File: config.mk
export PLATFORM = sky130hd
export DESIGN_NAME = b64d_queue
export DESIGN_NICKNAME = d
export VERILOG_FILES = /design/src/rtl/b64d_pkg.sv /design/src/rtl/b64d_queue.sv
export SDC_FILE = /design/constraint.sdc
export NUM_CORES = 1
export LEC_CHECK = 0
export BUFFER_PORTS_ARGS = -buffer_cell sky130_fd_sc_hd__buf_2
export CORE_ASPECT_RATIO = 0.7
export CORE_MARGIN = 2
export CORE_UTILIZATION = 51
export CTS_CLUSTER_SIZE = 28
export DETAILED_ROUTE_END_ITERATION = 6
export PLACE_DENSITY = 0.78
export SLEW_MARGIN = 10
export SYNTH_ARGS = -nofsm -noshare
export SYNTH_HDL_FRONTEND = slang
export SYNTH_SLANG_ARGS = --single-unit
File: constraint.sdc
create_clock -name clk_i -period 1.7 [get_ports clk_i]
set_input_delay 0.17 -clock clk_i [delete_from_list [all_inputs] [get_ports clk_i]]
set_output_delay 0.17 -clock clk_i [all_outputs]
set_load 0.05 [all_outputs]
File: src/rtl/b64d_pkg.sv
package b64d_pkg;

  localparam int unsigned CharWidth   = 8;
  localparam int unsigned SextetWidth = 6;
  localparam int unsigned GroupWidth  = 3 * SextetWidth;
  localparam int unsigned WordWidth   = 4 * SextetWidth;
  localparam int unsigned CfgIdxWidth = 2;

  localparam logic [CharWidth-1:0] CharCr      = 8'h0D;
  localparam logic [CharWidth-1:0] CharLf      = 8'h0A;
  localparam logic [CharWidth-1:0] CharPad     = 8'h3D;
  localparam logic [CharWidth-1:0] CharUpperA  = 8'h41;
  localparam logic [CharWidth-1:0] CharUpperZ  = 8'h5A;
  localparam logic [CharWidth-1:0] CharLowerA  = 8'h61;
  localparam logic [CharWidth-1:0] CharLowerZ  = 8'h7A;
  localparam logic [CharWidth-1:0] CharDigit0  = 8'h30;
  localparam logic [CharWidth-1:0] CharDigit9  = 8'h39;
  localparam logic [CharWidth-1:0] Char62Reset = 8'h2B;
  localparam logic [CharWidth-1:0] Char63Reset = 8'h2F;

  localparam logic [CharWidth-1:0] LowerOffset = 8'd26;
  localparam logic [CharWidth-1:0] DigitOffset = 8'd52;

  typedef enum logic [CfgIdxWidth-1:0] {
    CfgCharSixtyTwo   = 2'd0,
    CfgCharSixtyThree = 2'd1
  } cfg_idx_e;

  // One queue entry holds every result caused by one accepted character.
  typedef struct packed {
    logic [WordWidth-1:0] bytes;
    logic [1:0]           last_idx;
    logic                 bad;
    logic                 marker;
    logic                 last;
  } job_t;

  typedef struct packed {
    logic full;
    logic empty;
  } q_status_t;

  // Returns {invalid, sextet}.
  function automatic logic [SextetWidth:0] sextet_of(
    input logic [CharWidth-1:0] c,
    input logic [CharWidth-1:0] c62,
    input logic [CharWidth-1:0] c63
  );
    logic [SextetWidth:0] r;
    r = '0;
    priority if (c >= CharUpperA && c <= CharUpperZ) begin
      r = {1'b0, SextetWidth'(c - CharUpperA)};
    end else if (c >= CharLowerA && c <= CharLowerZ) begin
      r = {1'b0, SextetWidth'(c - CharLowerA + LowerOffset)};
    end else if (c >= CharDigit0 && c <= CharDigit9) begin
      r = {1'b0, SextetWidth'(c - CharDigit0 + DigitOffset)};
    end else if (c == c62) begin
      r = {1'b0, 6'd62};
    end else if (c == c63) begin
      r = {1'b0, 6'd63};
    end else begin
      r = {1'b1, 6'd0};
    end
    return r;
  endfunction

endpackage

File: src/rtl/b64d_queue.sv
module b64d_queue import b64d_pkg::*; #(
  parameter int unsigned Depth = 4
) (
  input  logic      clk_i,
  input  logic      rst_ni,
  input  logic      push_i,
  input  job_t      job_i,
  input  logic      pop_i,
  output job_t      head_o,
  output q_status_t status_o
);

  localparam int unsigned AddrWidth  = (Depth > 1) ? $clog2(Depth) : 1;
  localparam int unsigned CountWidth = $clog2(Depth + 1);

  job_t                  mem_q [Depth];
  logic [AddrWidth-1:0]  wr_ptr_q, wr_ptr_d;
  logic [AddrWidth-1:0]  rd_ptr_q, rd_ptr_d;
  logic [CountWidth-1:0] count_q, count_d;

  assign status_o.full  = (count_q == CountWidth'(Depth));
  assign status_o.empty = (count_q == '0);
  assign head_o         = mem_q[rd_ptr_q];

  always_comb begin
    wr_ptr_d = wr_ptr_q;
    rd_ptr_d = rd_ptr_q;
    count_d  = count_q;
    if (push_i) begin
      wr_ptr_d = (wr_ptr_q == AddrWidth'(Depth - 1)) ? '0 : wr_ptr_q + AddrWidth'(1);
    end
    if (pop_i) begin
      rd_ptr_d = (rd_ptr_q == AddrWidth'(Depth - 1)) ? '0 : rd_ptr_q + AddrWidth'(1);
    end
    if (push_i && !pop_i) begin
      count_d = count_q + CountWidth'(1);
    end else if (pop_i && !push_i) begin
      count_d = count_q - CountWidth'(1);
    end
  end

  always_ff @(posedge clk_i) begin
    if (push_i) begin
      mem_q[wr_ptr_q] <= job_i;
    end
  end

  always_ff @(posedge clk_i or negedge rst_ni) begin
    if (!rst_ni) begin
      wr_ptr_q <= '0;
      rd_ptr_q <= '0;
      count_q  <= '0;
    end else begin
      wr_ptr_q <= wr_ptr_d;
      rd_ptr_q <= rd_ptr_d;
      count_q  <= count_d;
    end
  end

endmodule

# Word level (Yosys, flattened, before mapping)
# Memories as Yosys holds them, arrays and structs flattened.
# Index checks and enable logic that the tools add are counted.
totals:
  word_cells: 23
  in_bits: 33
  rom_bits: 0
  n_memories: 1
  register_bits: 7
  mem_bits_rw: 116
  latchBits: 0
mem_list:
  columns: ["memory", "depth", "word_bits", "rd", "rd_clocked_by_memory_dff", "wr", "line_no", "rtl"]
  rows:
  - ["mem_q", 4, 29, 1, 0, 1, "b64d_queue.sv:16", "job_t mem_q [Depth];"]
classes:
  n_div: 0
  n_eq_ne: 3
  n_mul: 0
  n_lt_le_gt_ge: 0
  n_addsub: 4
  shift: 0
  bitwise_logic: 0
  n_reduce_logical: 6
  mux: 6
ops:
  columns: ["cell", "n"]
  rows:
  - ["$mux W3", 2]
  - ["$add A2 B1 Y2 const B", 2]
  - ["$eq A2 B2 Y1 const B", 2]
  - ["$mux W2", 2]
  - ["$add A3 B1 Y3 const B", 1]
  - ["$eq A3 B3 Y1 const B", 1]
  - ["$logic_not A3 Y1", 1]
  - ["$sub A3 B1 Y3 const B", 1]
  - ["$logic_and A1 B1 Y1", 2]
  - ["$logic_not A1 Y1", 2]
  - ["$mux W1", 2]
  - ["$reduce_bool A2 Y1", 1]

# Depth between registers and ports, before layout
# Gate-level depths: netlist (run 1).
logic_depth:
  depth_word: 4
  depth_mapped: 7
  depth_no_buf: 7

# Worst setup path after synthesis (run 1)
# Ideal clock, no wire load.
synth_timing:
  kind: "register to output"
  startpoint: "reg count_q[0]"
  endpoint: "out status_o[1] in the netlist's numbering"
  arrival_time_ps: 1599
  stages_incl_launch_ff: 2
  path_buffers: 0
  required_time_ps: 1530
  slack_ps: -69
  path_cell_list: "dfrtp_1 nor3b_1"
synth_lines:
  columns: ["element", "line_no", "rtl"]
  rows:
  - ["start: declaration", "b64d_queue.sv:19", "logic [CountWidth-1:0] count_q, count_d;"]
  - ["start signal: assignment", "b64d_queue.sv:56", "count_q <= count_d;"]
  - ["end: declaration", "b64d_queue.sv:10", "output q_status_t status_o"]

==> results of run 1 <==
## area by class of cell
type / count / share of cell area
Sequential cell: 123 / 0.589
Timing Repair Buffer: 109 / 0.149
Multi-Input combinational cell: 55 / 0.142
Clock buffer: 17 / 0.0685
Clock inverter: 15 / 0.0250
Tap cell: 120 / 0.0242
Inverter: 4 / 0.00242
## synthesized netlist by cell type, drive strengths merged
cell type | count | area [µm²]
nor2 | 3 | 11.3
xnor2 | 1 | 8.76
o21ai | 2 | 10.0
dfrtp | 7 | 175
nand2 | 2 | 7.51
inv | 4 | 15.0
xor2 | 2 | 17.5
mux4 | 29 | 657
buf | 5 | 43.8
ha | 6 | 75.1
clkbuf | 1 | 3.75
fa | 1 | 20.0
nor3b | 1 | 7.51
and2 | 4 | 25.0
nor3 | 1 | 5.00
edfxtp | 116 | 3480
mux2 | 3 | 33.8
## cell families after synthesis
kind of cell / after synthesis / share of synthesized area
flops: 123 / 0.795
compound gates: 2 / 0.00218
simple gates: 11 / 0.0122
buf+inv: 10 / 0.0136
xor+xnor: 3 / 0.00571
mux: 32 / 0.150
fa+ha+maj: 7 / 0.0207
## flip-flops by register name (all words and copies together), names as in the netlist
signal	cells
wr_ptr_q	2
rd_ptr_q	2
count_q	3
mem_q	116
## worst max path at each step
stage	depth (start not counted)	slack, ps	end	start
global placement	3	150	head_o[20]	rd_ptr_q[0]
finish	3	-210	head_o[26]	rd_ptr_q[0]
detailed placement	3	170	head_o[0]	rd_ptr_q[0]
CTS	3	-250	head_o[20]	rd_ptr_q[0]
floorplan	1	-2	status_o[0]	count_q[0]
global route	3	-280	head_o[18]	rd_ptr_q[0]
## critical path, delay by kind of cell (launching register included)
family	cells	cell delay, ps
DFF	1	390
muxes	1	570
buffers and inverters	2	380
## metal layers
layer | vias to the layer above | wire length [µm]
met5 | - | 0
met4 | 0 | 53
met3 | 6 | 458
met2 | 70 | 4040
met1 | 1198 | 3780
li1 | 1034 | -
## power groups by stage
stage                     Combinational [mW]  Sequential [mW]  Clock (mW)
after global routing                    4.98             4.13        3.71
after detailed placement                4.15             4.15           0
after CTS                               4.75             4.09        3.55
after floorplan                         3.22             4.10           0
after global placement                  4.11             4.11           0
final                                   4.76             4.09        3.51
## stage by stage
stage	hold WS, ps	setup slack (ps)	util	instance area, µm²
floorplan	-126	-2.46	-	4610
global placement	13.5	148	0.599	5160
detailed placement	15.1	165	0.599	5160
CTS	37.8	-250	0.720	6200
global route	51.8	-276	0.721	6210
finish	61.5	-206	0.721	6210
## what timing repair did
| item | 4_1_cts | 5_1_grt |
|---|---|---|
| cloned | 0 | 0 |
| setup endpoints to repair | 29 | 29 |
| gates resized for setup | 46 | 3 |
| hold endpoints to repair | 123 | 0 |
| setup buffers | 2 | 1 |
| hold buffers | 30 | 0 |
==> metrics.csv, run 1 <==
stage,metric,value,unit
yosys,ys_seq_elements,123,
yosys,ys_seq_area_frac,0.795,
drt,dr.first_iter.drc_count,147,
critical_path,slowest_delay,570,ps
sta,fin_setup_tns,-5200,ps
clock_network,clock_latency,400,ps
sta,max_slew.worst_pin.slew,274,ps
floorplan,die_h,83.5,µm
finish,final_cell_mix,"116 x edfxtp_1, 40 x buf_2, 30 x dlygate4sd3_1, 29 x mux4_2, 21 x buf_6",
critical_path,timing.critical_path.slowest_stage_cell,mux4_2,
placement,dp_cells,378,
finish,fillers,542,
clock_network,clk_pin_slew,50,ps
pwr,power.switching,4.29,mW
floorplan,die_x,118,µm
grt,grt_use_met3,0.0717,
grt,antenna_found_initial,0,
critical_path,rr_endpoint,rd_ptr_q[1],
grt,grt_pass1_vias,2498,
grt,grt_max_degree,20,
critical_path,critical_path_required,1530,ps
sta,fmax,525,MHz
critical_path,arrival,1740,ps
critical_path,end_kind,output port,
sta,setup_viol,29,
floorplan,start_util,0.534,
placement,portBuffers,63,
critical_path,r2r-start,rd_ptr_q[0],
finish,antenna_cells,0,
drt,ant_nets,0,
yosys,yosysWarnings,0,
run_status,status,"complete, but fails checks",
critical_path,regToRegSetupSlack,110,ps
grt,grt_use_met1,0.240,
pwr,p_sw_frac,0.348,
critical_path,path_cells,"buf_12, mux4_2, buf_6",
finish,regArea,0.00366,mm²
placement,gp_congestion,0.724,
pwr,p_clk_frac,0.284,
grt,gr-usage-met2,0.287,
floorplan,dieArea,0.00981,mm²
sta,layout_min_cycle_time,1910,ps
critical_path,cp_max_fo,18,
finish,layout_commonest_cell,edfxtp_1,
grt,grt_pass1_wl,13.2,mm
grt,overflow,0,
worst_hold_path,hp-start,pop_i,
clock_network,clock_path_buffers,2,
sta,layout_setup_ws,-206,ps
pwr,finalPower,12.4,mW
grt,grt.total_usage,0.185,
placement,dpl.hpwl,5.07,mm
yosys,syn_inst,188,
drt,firstDrtPassIters,6,
finish,multi_input_area,885,µm²
run,drv_cap,0,
pwr,p_int,8.06,mW
critical_path,worstSetupStartpointType,flop,
worst_hold_path,worstHoldPathCells,2,
sta,min_period_over_period,1.12,
sta,hold_viol,0,
critical_path,worstSetupPathType,reg -> out,
finish,final_nets,350,
clock_network,cts_root_buf,clkbuf_16,
sta,rsz0062_at_grt,true,
finish,stdcell_count,443,
sta,slew_violations,0,
run_status,violations,setup timing,
clock_network,htreeDepth,4,
worst_hold_path,min_path_type,in -> reg,
drt,wl,8.33,mm
sta,max-slew-margin-rel,0.817,
sta,clock_skew,5.18,ps
clock_network,cts_sinks,123,
pwr,irDropWorstVdd,1.36,mV
pwr,p_leak,2.25,nW
drt,dr_total_vias,2308,
floorplan,num_rows,28,
clock_network,numCtsBuffers,17,
finish,drive_gt1_frac,0.446,
drt,viasPerCell,5.21,
grt,grt_busiest_layer,met2,
drt,routedWlPerCell,18.8,µm
finish,syn_to_final_growth,35.1,%
floorplan,core_area,0.00862,mm²
yosys,ys_types,19,
worst_hold_path,hold_end,rd_ptr_q[1],
yosys,synth_nets,228,
clock_network,cts_tree,done,
pwr,combPwrFrac,0.385,
pwr,powerDensity,1990,mW/mm²
drt,drc_errors,0,
yosys,syn-cell-area,0.00460,mm²
floorplan,ios,64,
critical_path,reg2reg_depth,6,
yosys,syn_avg_cell_area,24.5,µm²
pwr,p_seq_frac,0.331,
Note: power is estimated with default switching activity, not from simulation.
==> run 2, diff against run 1 <==
Settings changed: CTS_CLUSTER_DIAMETER set to 50, RECOVER_POWER set to 25.
==> run 2 against run 1 <==
Against the previous run:
- the run still ends with setup timing left
- critical path depth is 1 higher
- routed wire length hardly changed
- worst setup slack better by 1.1 ps
- maximum frequency hardly changed
- combinational power hardly changed
- die area stayed put
- cell area is 0.32% lower
- power hardly changed
- count of clock-buffer cells in the layout stayed put
- first-iteration DRC count is 0.68% higher
- register-to-register slack hardly changed
- critical path type unchanged
- largest power group unchanged
==> metrics.csv, run 2 (synthesized netlist as in run 1, its figures left out) <==
stage,metric,value,unit,change
drt,drc_errors,0,,unchanged
sta,min_period_over_period,1.12,,about the same
grt,grt_pass1_wl,13.2,mm,unchanged
clock_network,cts_root_buf,clkbuf_16,,unchanged
floorplan,die_x,118,µm,unchanged
run_status,violations,setup timing,,unchanged
sta,fmax,525,MHz,about the same
floorplan,die_h,83.5,µm,unchanged
finish,largest_reg_flops,116,,unchanged
finish,top_register,mem_q,,unchanged
clock_network,cts_sinks,123,,unchanged
floorplan,core_area,0.00862,mm²,unchanged
drt,firstDrtPassIters,4,,was 6
clock_network,clock_path_buffers,2,,unchanged
critical_path,timing.critical_path.slowest_stage_cell,mux4_2,,unchanged
sta,max-slew-margin-rel,0.724,,was 0.817
grt,grt.total_usage,0.185,,unchanged
worst_hold_path,min_path_type,in -> reg,,unchanged
grt,antenna_found_initial,0,,unchanged
finish,syn_to_final_growth,34.7,%,was 35.1%
drt,ant_nets,0,,unchanged
run_status,status,"complete, but fails checks",,unchanged
placement,portBuffers,63,,unchanged
run,drv_cap,0,,unchanged
critical_path,worstSetupStartpointType,flop,,unchanged
sta,layout_setup_ws,-205,ps,was -206 ps
finish,layout_commonest_cell,edfxtp_1,,unchanged
critical_path,slowest_delay,530,ps,was 570 ps
sta,layout_min_cycle_time,1910,ps,about the same
drt,wl,8.33,mm,about the same
sta,hold_slack,64.0,ps,was 61.5 ps
pwr,irDropWorstVdd,1.37,mV,was 1.36 mV
critical_path,arrival,1740,ps,about the same
drt,dr_total_vias,2294,,"was 2,308"
clock_network,numCtsBuffers,17,,unchanged
floorplan,num_rows,28,,unchanged
finish,antenna_cells,0,,unchanged
clock_network,clk_pin_slew,50,ps,about the same
placement,pre_cts_ws,165,ps,unchanged
critical_path,worstSetupPathType,reg -> out,,unchanged
finish,drive_gt1_frac,0.396,,was 0.446
finish,post-route-util,0.719,,was 0.721
sta,setup_viol,29,,unchanged
clock_network,clock_latency,400,ps,about the same
finish,final_cell_mix,"116 x edfxtp_1, 30 x dlygate4sd3_1, 29 x mux4_2, 24 x buf_2, 21 x buf_6",,"was 116 x edfxtp_1, 40 x buf_2, 30 x dlygate4sd3_1, 29 x mux4_2, 21 x buf_6"
placement,dpl.hpwl,5.07,mm,unchanged
critical_path,cp_max_fo,5,,was 18
critical_path,path_cells,"buf_4, buf_8, mux4_2, buf_8",,"was buf_12, mux4_2, buf_6"
critical_path,crit_top_cell,buf_8,,
pwr,powerDensity,1990,mW/mm²,about the same
pwr,p_leak,2.21,nW,was 2.25 nW
clock_network,htreeDepth,4,,unchanged
drt,dr.first_iter.drc_count,148,,was 147
sta,clock_skew,3.85,ps,was 5.18 ps
finish,final_nets,350,,unchanged
grt,grt_max_degree,20,,unchanged
sta,max_slew.worst_pin.slew,414,ps,was 274 ps
drt,routedWlPerCell,18.8,µm,about the same
sta,fin_setup_tns,-5240,ps,was -5200 ps
pwr,finalPower,12.3,mW,was 12.4 mW
critical_path,end_kind,output port,,unchanged
floorplan,ios,64,,unchanged
drt,viasPerCell,5.18,,was 5.21
floorplan,dieArea,0.00981,mm²,unchanged
grt,grt_pass1_vias,2498,,unchanged
sta,rsz0062_at_grt,true,,unchanged
grt,overflow,0,,unchanged
finish,top_regs,"mem_q: 116 flops, count_q: 3 flops",,unchanged
floorplan,start_util,0.534,,unchanged
sta,hold_viol,0,,unchanged
sta,slew_violations,0,,unchanged
critical_path,critical_path_required,1530,ps,about the same
placement,gp_congestion,0.724,,unchanged
clock_network,cts_tree,done,,unchanged
==> run 2: cell types whose count changed in the layout (fill, tap and decap cells not counted) <==
cell	change
buf_2	-16
clkbuf_1	+16
==> run 2: critical path: cells and delay by family (launching register included) <==
kind                   cells  cell delay [ps]
buffers and inverters      3              400
flip-flops                 1              390
multiplexers               1              530
==> run 2: repair_timing <==
action | in CTS | in global routing
setup endpoints to repair | 29 | 29
resized for setup | 46 | 3
endpoints found under the hold margin | 123 | 0
buffers inserted | 2 | 1
hold buffers | 30 | 0
==> run 2: report_power, final <==
group	switching, mW	total [mW]	internal [mW]
logic	2.88	4.75	1.88
clock network	1.23	3.50	2.27
registers	0.178	4.09	3.91
==> run 2: worst paths after layout <==
kind,to,start,slack [ps],depth (start not counted)
max,head_o[9],rd_ptr_q[0],-210,4
min,rd_ptr_q[1],pop_i,60,2
max reg2reg,rd_ptr_q[1],rd_ptr_q[0],110,6
min reg2reg,count_q[2],count_q[2],490,1
max in group asynchronous,rd_ptr_q[0],rst_ni,1170,2
min in group asynchronous,wr_ptr_q[1],rst_ni,220,2
==> run 2: stage by stage <==
stage               instance area (µm²)  cells
floorplan                          4610    188
global placement                   5160    378
detailed placement                 5160    378
CTS                                6200    442
global route                       6190    443
finish                             6190    443
==> run 2: layout make-up <==
class | count | area, µm²
clock buffer | 17 | 425
timing repair buffer | 109 | 905
multi-input combinational | 55 | 885
tap | 120 | 150
sequential | 123 | 3660
inverter | 4 | 15.0
fill | 553 | 2420
clock inverter | 15 | 155
==> run 2: per-layer routing <==
layer  vias to the layer above  wire length (µm)  track usage  share of wire
li1                       1032                 -            -              -
met1                      1192              3830        0.240           0.46
met2                        68              4050        0.287           0.49
met3                         2               430       0.0717          0.052
met4                         0                23       0.0723         0.0028
met5                         -                 0            0              0
==> run 3, diff against run 2 <==
Settings changed: CORE_ASPECT_RATIO 0.7 to 1.1, REMOVE_ABC_BUFFERS set to 1.
==> run 3 against run 2 <==
Against the previous run:
- the run still ends with setup timing left
- critical path depth is 1 lower
- register-to-register slack better by 120 ps
- worst hold slack better by 52 ps
==> metrics.csv, run 3 (synthesized netlist as in run 1, its figures left out) <==
stage,metric,value,unit,change
sta,clock_skew,6.04,ps,was 3.85 ps
clock_network,clock_path_buffers,2,,unchanged
floorplan,num_rows,36,,was 28
critical_path,worstSetupStartpointType,flop,,unchanged
critical_path,slowest_delay,510,ps,was 530 ps
clock_network,numCtsBuffers,17,,unchanged
finish,antenna_cells,0,,unchanged
finish,layout_commonest_cell,edfxtp_1,,unchanged
pwr,irDropWorstVdd,1.15,mV,was 1.37 mV
floorplan,die_x,94.5,µm,was 118 µm
finish,largest_reg_flops,116,,unchanged
finish,final_area,0.00626,mm²,was 0.00619 mm²
placement,dpl.hpwl,4.93,mm,was 5.07 mm
floorplan,ios,64,,unchanged
sta,hold_viol,0,,unchanged
grt,overflow,0,,unchanged
run_status,status,"complete, but fails checks",,unchanged
pwr,power.switching,4.24,mW,was 4.29 mW
critical_path,arrival,1870,ps,was 1740 ps
critical_path,path_cells,"clkbuf_16, mux4_2, buf_6",,"was buf_4, buf_8, mux4_2, buf_8"
critical_path,timing.critical_path.slowest_stage_cell,mux4_2,,unchanged
grt,grt.total_usage,0.186,,was 0.185
critical_path,worstSetupPathType,reg -> out,,unchanged
grt,grt_pass1_wl,12.9,mm,was 13.2 mm
finish,syn_to_final_growth,36.2,%,was 34.7%
sta,layout_setup_ws,-336,ps,was -205 ps
drt,ant_nets,0,,unchanged
drt,routedWlPerCell,18.9,µm,was 18.8 µm
floorplan,core_area,0.00883,mm²,was 0.00862 mm²
finish,final_nets,351,,was 350
placement,placed_cell_area,0.00519,mm²,was 0.00516 mm²
placement,dp_cells,371,,was 378
run,drv_cap,0,,unchanged
grt,grt_max_degree,21,,was 20
placement,portBuffers,63,,unchanged
pwr,combPwrFrac,0.410,,was 0.385
finish,drive_gt1_frac,0.390,,was 0.396
grt,grt_pass1_vias,2476,,"was 2,498"
drt,drc_errors,0,,unchanged
sta,setup_viol,29,,unchanged
clock_network,cts_root_buf,clkbuf_8,,was clkbuf_16
clock_network,cts_tree,done,,unchanged
finish,top_regs,"mem_q: 116 flops, count_q: 3 flops",,unchanged
grt,grt_busiest_layer,met2,,unchanged
finish,stdcell_count,437,,was 443
floorplan,dieArea,0.00979,mm²,was 0.00981 mm²
sta,fmax,491,MHz,was 525 MHz
sta,slew_violations,0,,unchanged
sta,max-slew-margin-rel,0.705,,was 0.724
clock_network,clk_pin_slew,50,ps,about the same
sta,max_slew.worst_pin.slew,442,ps,was 414 ps
run_status,violations,setup timing,,unchanged
grt,antenna_found_initial,0,,unchanged
pwr,p_leak,2.24,nW,was 2.21 nW
pwr,p_sw_frac,0.345,,was 0.348
critical_path,end_kind,output port,,unchanged
critical_path,critPathBufInv,2,,was 3
finish,fillers,597,,was 553
drt,dr_total_vias,2259,,"was 2,294"
critical_path,crit_family,multiplexers,,unchanged
drt,viasPerCell,5.17,,was 5.18
pwr,p_clk_frac,0.256,,was 0.284
placement,gp_congestion,0.676,,was 0.724
pwr,powerDensity,1960,mW/mm²,was 1990 mW/mm²
floorplan,die_h,104,µm,was 83.5 µm
sta,min_period_over_period,1.20,,was 1.12
pwr,p_seq_frac,0.334,,was 0.331
grt,gr-usage-met2,0.309,,was 0.287
grt,grt_use_met3,0.0633,,was 0.0717
critical_path,cp_max_fo,7,,was 5
clock_network,clock_latency,500,ps,was 400 ps
drt,wl,8.24,mm,was 8.33 mm
floorplan,start_util,0.521,,was 0.534
grt,grt_use_met1,0.228,,was 0.240
finish,post-route-util,0.709,,was 0.719
worst_hold_path,min_path_type,in -> async,,was in -> reg
pwr,p_int,8.07,mW,was 8.05 mW
sta,fin_setup_tns,-9060,ps,was -5240 ps
drt,dr.first_iter.drc_count,104,,was 148
critical_path,critical_path_required,1530,ps,about the same
sta,layout_min_cycle_time,2040,ps,was 1910 ps
sta,rsz0062_at_grt,true,,unchanged
placement,pre_cts_ws,135,ps,was 165 ps
clock_network,htreeDepth,4,,unchanged
drt,firstDrtPassIters,4,,unchanged
clock_network,cts_sinks,123,,unchanged
finish,final_cell_mix,"116 x edfxtp_1, 32 x dlygate4sd3_1, 29 x mux4_2, 28 x buf_6",,"was 116 x edfxtp_1, 30 x dlygate4sd3_1, 29 x mux4_2, 24 x buf_2, 21 x buf_6"
finish,top_register,mem_q,,unchanged
run 3: cell types whose count changed in the layout (fill, tap and decap cells not counted), moves of 2 or more:
cell / delta
buf_6: +7
dlygate4sd3_1: +2
clkinvlp_4: -3
clkinv_2: +4
buf_4: -6
clkinv_1: -2
buf_2: -7
buf_12: +5
run 3: power by group through the flow:
stage	Combinational (mW)	Clock, mW	Sequential, mW
floorplan	2.88	0	4.33
global placement	4.18	0	4.11
detailed placement	4.23	0	4.15
CTS	5.09	3.22	4.11
global route	5.31	3.36	4.16
finish	5.04	3.15	4.11
run 3: cell type report:
cell class	count	area, µm²	area share
Tap cell	114	143	0.0228
Clock buffer	19	422	0.0673
Clock inverter	12	106	0.0170
Multi-Input combinational cell	55	880	0.140
Sequential cell	123	3660	0.584
Timing Repair Buffer	110	1040	0.166
Inverter	4	15.0	0.00240
run 3: through the flow:
stage               hold WS (ps)  power [mW]
floorplan                   -126        7.21
global placement            12.2        8.29
detailed placement          18.1        8.38
CTS                         10.3        12.4
global route                 102        12.8
finish                       116        12.3
run 3: final timing paths:
path / startpoint / end / slack [ps] / cells after the start
min in group clk_i: job_i[18] / mem_q[1][18] / 420 / 2
min: rst_ni / count_q[1] / 120 / 2
min reg2reg: count_q[2] / count_q[2] / 540 / 1
max in group asynchronous: rst_ni / rd_ptr_q[0] / 1250 / 2
max: rd_ptr_q[0] / head_o[8] / -340 / 3
max reg2reg: rd_ptr_q[0] / rd_ptr_q[1] / 230 / 4
run 3: timing repair:
item,CTS,global route
cloned,1,1
endpoints found under the hold margin,127,0
endpoints found under the setup margin,29,31
setup buffers,2,0
resized for setup,60,4
hold buffers,32,0
run 3: routing by layer:
metal	routed length, µm	share of wire	vias to the layer above
li1	-	-	1031
met1	3490	0.42	1164
met2	4380	0.53	54
met3	289	0.035	10
met4	80	0.0097	0
met5	0	0	-
